**src/rtl/core/sit_pkg.sv**
```systemverilog
// Shared constants for the segment intersection test pipeline.
// Used by segment_intersection_test_unit, sit_mul, the checker and the testbench; no dependencies.
`default_nettype none

package sit_pkg;

  localparam int COORD_WIDTH = 32;
  localparam int FRAC_BITS   = 16;
  localparam int EPS_WIDTH   = 16;
  localparam int EPS_RESET   = 1;
  localparam int LIMB_WIDTH  = 32;
  // ratio lanes: first x, first y, second x, second y
  localparam int NUM_LANES   = 4;

endpackage

`default_nettype wire

```
**src/rtl/core/sit_mul.sv**
```systemverilog
// Pipelined signed multiplier built from 32x32 limb products.
// Stages: magnitude, limb products, column sum, sign restore. Uses sit_pkg.
`default_nettype none

module sit_mul #(
  parameter int AW = 33,
  parameter int BW = 33
) (
  input  logic                    clk,
  input  logic                    en,
  input  logic signed [AW-1:0]    a,
  input  logic signed [BW-1:0]    b,
  output logic signed [AW+BW-1:0] p
);

  import sit_pkg::*;

  localparam int L   = LIMB_WIDTH;
  localparam int NA  = (AW + L - 1) / L;
  localparam int NB  = (BW + L - 1) / L;
  localparam int PW  = AW + BW;
  localparam int ACW = (NA + NB) * L;

  logic [AW-1:0]     abs_a;
  logic [BW-1:0]     abs_b;
  logic [NA*L-1:0]   ma;
  logic [NB*L-1:0]   mb;
  logic              sgn1, sgn2, sgn3;
  logic [2*L-1:0]    pp [NA][NB];
  logic [ACW-1:0]    acc;
  logic [PW-1:0]     mag;

  assign abs_a = a[AW-1] ? $unsigned(-a) : $unsigned(a);
  assign abs_b = b[BW-1] ? $unsigned(-b) : $unsigned(b);

  always_comb begin
    acc = '0;
    for (int i = 0; i < NA; i++) begin
      for (int j = 0; j < NB; j++) begin
        acc = acc + (ACW'(pp[i][j]) << (L * (i + j)));
      end
    end
  end

  always_ff @(posedge clk) begin
    if (en) begin
      sgn1 <= a[AW-1] ^ b[BW-1];
      ma   <= (NA*L)'(abs_a);
      mb   <= (NB*L)'(abs_b);
      sgn2 <= sgn1;
      for (int i = 0; i < NA; i++) begin
        for (int j = 0; j < NB; j++) begin
          pp[i][j] <= ma[i*L +: L] * mb[j*L +: L];
        end
      end
      sgn3 <= sgn2;
      mag  <= acc[PW-1:0];
      p    <= sgn3 ? -$signed(mag) : $signed(mag);
    end
  end

endmodule

`default_nettype wire

```
**config.mk**
```make
export PLATFORM = sky130hd
export DESIGN_NAME = sit_mul
export DESIGN_NICKNAME = d
export VERILOG_FILES = /design/src/rtl/core/sit_pkg.sv /design/src/rtl/core/sit_mul.sv
export SDC_FILE = /design/constraint.sdc
export NUM_CORES = 2
export LEC_CHECK = 0
export BUFFER_PORTS_ARGS = -buffer_cell sky130_fd_sc_hd__buf_4
export CORE_ASPECT_RATIO = 0.5
export CORE_MARGIN = 3
export CORE_UTILIZATION = 60
export CTS_BUF_LIST = sky130_fd_sc_hd__clkbuf_8
export DETAILED_ROUTE_END_ITERATION = 10
export PLACE_DENSITY_LB_ADDON = 0.3
export SLEW_MARGIN = 20
export SYNTH_ARGS = -nofsm -noshare
export SYNTH_HDL_FRONTEND = slang
export SYNTH_SLANG_ARGS = --single-unit
```
**constraint.sdc**
```tcl
create_clock -name clk -period 7.5 [get_ports clk]
set_input_delay 0.375 -clock clk [delete_from_list [all_inputs] [get_ports clk]]
set_output_delay 0.375 -clock clk [all_outputs]
set_load 0.005 [all_outputs]
```
Word-level counts from Yosys, hierarchy flattened
Memory sizes are Yosys's and may differ from the RTL's.
Index checks and enable logic that the tools add are counted.

word-level totals
  flip-flop bits (word level) = 201
  bits in latches = 0
  memory bits (writable) = 194
  memory bits (read-only) = 0
  input port bits = 68
  output and inout port bits = 66
  logic and storage cells = 26
  memories kept = 1

cells by class
  add/sub/neg operators = 6
  multiply operators = 4
  divide/modulo/power cells = 0
  $lt $le $gt $ge = 0
  equal/unequal tests = 0
  shift operators = 0
  muxes and demuxes = 5
  bitwise operators = 1
  reduce and logical (&&, ||, !) cells = 0

memories
  name  words  width  rd ports  clocked after memory_dff  wr ports  line           text
  pp    2      97     2         0                         2         sit_mul.sv:29  logic [2*L-1:0] pp [NA][NB];

operators with widths
  cell                                            count
  66-bit adder                                    2
  64-bit by 66-bit adder with 66-bit output       1
  66-bit two-way mux                              1
  33-bit negation                                 2
  66-bit negation                                 1
  32-bit by 32-bit multiplier with 64-bit output  1
  32-bit two-way mux                              2
  1-bit by 32-bit multiplier with 33-bit output   1
  32-bit by 1-bit multiplier with 33-bit output   1
  1-bit by 1-bit multiplier with 2-bit output     1
  1-bit two-way mux                               2
  1-bit bitwise XOR                               1

Depth between registers and ports, before layout
An unclocked memory read counts as a cell.

  depth in word-level cells = 4
  mapped depth = 27
  mapped depth without buffers = 25

Worst setup path before layout
No wires, ideal clock.

  path type = reg-to-reg
  start = reg mb[2]
  end = mem pp[0][93] in the netlist's numbering (data pin)
  setup time = 261 ps
  arrival time = 7084 ps
  data required time = 7239 ps
  slack = 156 ps
  cell stages (with the launch flop) = 24
  path buffers = 2
  period minus slack after synthesis = 7344 ps
  cell sequence = edfxtp_1 > clkbuf_1 > and2_1 > fa_1 > inv_1 > fa_1 > fa_1 > fa_1 > inv_1 > fa_1 > fa_1 > fa_1 > fa_1 > ha_1 > clkbuf_1 > a21o_1 > a21o_1 > a21o_1 > a221oi_1 > o31ai_1 > a31oi_1 > o221ai_1 > a211o_1 > xor2_1

RTL lines
  element                 line           text
  from (decl)             sit_mul.sv:27  logic [NB*L-1:0] mb;
  from (signal assigned)  sit_mul.sv:49  mb <= (NB*L)'(abs_b);
  to (decl)               sit_mul.sv:29

==> results_dict.tcl <==
set metrics [dict create \
    status "finished, violations left" \
    violations "antenna rules" \
    syn_inst 4807 \
    worstSetupEndpointType "flip-flop" \
    synth_compound_area_frac 0.0528 \
    drive_above_1_share 0.125 \
    die_h_um 208 \
    yosysWarnings 0 \
    clk_pin_slew_ns 0.07 \
    overflow 0 \
    synthArstFlopShare 0 \
    rsz0062_at_grt "true" \
    grt_pass1_vias 37600 \
    period_needed_ns 7.45 \
    grt_max_degree 123 \
    grt_pass1_wl_um 215000 \
    yosys.area_share.simple 0.158 \
    crit_fanout 14 \
    critPathBufInv 5 \
    skew_ns 0.0564 \
    r2r-start "ma[10]$_DFFE_PP_" \
    ff2ff_path_depth 23 \
    ios 134 \
    gp_congestion 1.02 \
    die-width_um 409 \
    cts_buffers 51 \
    post-dp-hpwl_um 110000 \
    hold_end "ma[9]$_DFFE_PP_" \
    path_cells "buf_12 -> buf_4 -> and2_1 -> fa_1 -> inv_1 -> fa_1 -> inv_1 -> fa_1 -> fa_1 -> fa_1 -> fa_1 -> fa_1 -> fa_1 -> ha_4 -> nand4_1 -> nor4_4 -> a22o_1 -> a31oi_4 -> a211oi_2 -> nor3b_1 -> o31a_1 -> buf_4 -> xnor2_1" \
    track_usage 0.330 \
    synth_ff_type "edfxtp_1" \
    stdcell_count 6239 \
    rows 73 \
    synth_fa_ha_area_frac 0.458 \
    timing.rr.end "pp[0][86]$_DFFE_PP_" \
    port_buffers 133 \
    seq_area_frac_synth 0.203 \
    fin_util 0.691 \
    start_kind "flip-flop" \
    cp_slowest_cell "fa_1" \
    vias 35800 \
    area_growth_pct 13.3 \
    max_cap_viol_count 0 \
    timing.hold.worst.start "a[9]" \
    worst_slew_pin_slew_ns 1.17 \
    maxSlewHeadroom 0.220 \
    critical-path-top-delay-family "adder cells" \
    cts_tree "done" \
    min_path_type "input pin to flip-flop" \
    synth-seq-cells 330 \
    min_path_cells 2 \
    nets 6397 \
    clk_path_buf_depth 3 \
    synth_area_um2 48800 \
    avgSynthCellArea_um2 10.1 \
    post-route-drc-count 0 \
    finalMaxSlewViolations 0 \
    finalWirelength_um 139000 \
    wl_per_cell_um 22.2 \
    drt.antenna.violating_nets 1 \
    synth_top_area_share 0.381 \
    layout_common_cells "inv_1 (916), fa_1 (912), and2_1 (658), nand2_1 (541), buf_4 (378)" \
    cts_sinks 330 \
    preCtsSetupSlack_ns -0.220 \
    htree_levels 2 \
    first_pass_iters 7 \
    dp.cells 6063 \
    post-route-period-util 0.993 \
    post_drt_via_cell_ratio 5.73 \
    crit_top_cell "fa_1" \
    cpPeakStageDelay_ns 0.59 \
    clk_latency_ns 0.69 \
    core_um2 79900 \
    setup-violations-final 0 \
    arrival_ns 7.87 \
    cts_root_buf "clkbuf_8" \
    fin_ws_ns 0.0498 \
    path_class "flip-flop to flip-flop" \
    synth_top_family_by_area "adder cells" \
    die-area_um2 84900 \
    max_freq_ghz 0.134 \
    synth_fp_nets 6102 \
    hold_viol 0 \
    synth_largest_area_cell "fa_1" \
    worst_ep_required_time_ns 7.92 \
    drt_iter0_markers 3502 \
    initial_core_util 0.610 \
    reg2reg_slack_ns 0.05 \
    antenna_found_initial 3 \
    yosys.cell_types.count 66 \
    synthTopCellsByArea "fa_1 (38%), edfxtp_1 (20%), and2_1 (8.5%), ha_1 (7.6%), inv_1 (7.0%)" \
    synth_xor_area_frac 0.0383 \
    synthMuxAreaShare 0.000411 \
    synth_edf_count 330 \
    layout_commonest_cell "inv_1" \
]
logic make-up (layout without fill, tap and decap cells):
| kind of cell | count (synthesis) | after routing |
|---|---|---|
| simple gates | 1473 | 1473 |
| fa+ha+maj | 1227 | 1227 |
| buf+inv | 1157 | 1494 |
| compound gates | 405 | 405 |
| flops | 330 | 330 |
| xor+xnor | 213 | 213 |
| mux | 2 | 2 |
| other cells | 0 | 8 |
state kept, by name, indices dropped and copies added, names as in the netlist:
register  count
sgn1          1
sgn3          1
mb           33
pp          129
ma           33
sgn2          1
mag          66
p            66
layout make-up:
| class | instances | area (um2) |
|---|---|---|
| sequential | 330 | 9910 |
| multi-input combinational | 3320 | 35000 |
| tap | 1087 | 1360 |
| clock buffer | 52 | 716 |
| clock inverter | 43 | 322 |
| fill | 6026 | 24700 |
| antenna | 8 | 20.0 |
| timing repair buffer | 488 | 4480 |
| inverter | 911 | 3420 |
timing repair:
item                                   4_1_cts  5_1_grt
hold buffers                                42        0
endpoints found under the hold margin       44        0
setup endpoints to repair                   12       34
gates resized for setup                     20      123
pin swaps                                    5       45
gates cloned                                 0        5
buffers inserted                             4       22
through the flow:
step / hold WS (ns) / setup TNS [ns] / cell area, um2
6_report: 0.0275 / 0 / 55300
5_1_grt: 0.00876 / -1.28 / 55200
3_3_place_gp: 0.401 / -0.398 / 52800
4_1_cts: 0.00121 / 0 / 54400
3_5_place_dp: 0.405 / -1.16 / 52800
2_1_floorplan: 0.400 / 0 / 48800
metal layers:
metal	track usage	share of wire
met2	0.504	0.44
met4	0.105	0.034
met3	0.0790	0.11
met1	0.473	0.42
met5	0	0
cells in the mapped netlist, drive strengths merged (7+ instances only):
cell	number
nand3	29
nand2	543
a31oi	12
nor2	75
edfxtp	330
o41ai	22
nand2b	18
or2	7
or4	16
o21a	16
and2	665
nand4	25
ha	298
xnor2	180
nor4	12
o21bai	17
nor3	20
o31ai	31
and3	12
or3	22
nor2b	9
fa	929
xor2	33
a21o	38
clkbuf	243
o21ai	110
a21oi	111
inv	911
how the worst max path moves through the flow:
stage,startpoint,endpoint,slack (ns),depth (start not counted)
after detailed placement,ma[16]$_DFFE_PP_,pp[0][95]$_DFFE_PP_,-0.22,23
after global placement,mb[5]$_DFFE_PP_,pp[0][94]$_DFFE_PP_,-0.13,26
after global routing,ma[7]$_DFFE_PP_,pp[0][90]$_DFFE_PP_,-0.15,25
after CTS,mb[2]$_DFFE_PP_,pp[0][90]$_DFFE_PP_,0.004,24
after floorplan,mb[2]$_DFFE_PP_,pp[0][93]$_DFFE_PP_,0.16,23
final,ma[10]$_DFFE_PP_,pp[0][86]$_DFFE_PP_,0.05,23
Power is not shown: default switching activity piles up to over one toggle a cycle in this logic, so the estimate is an artifact.
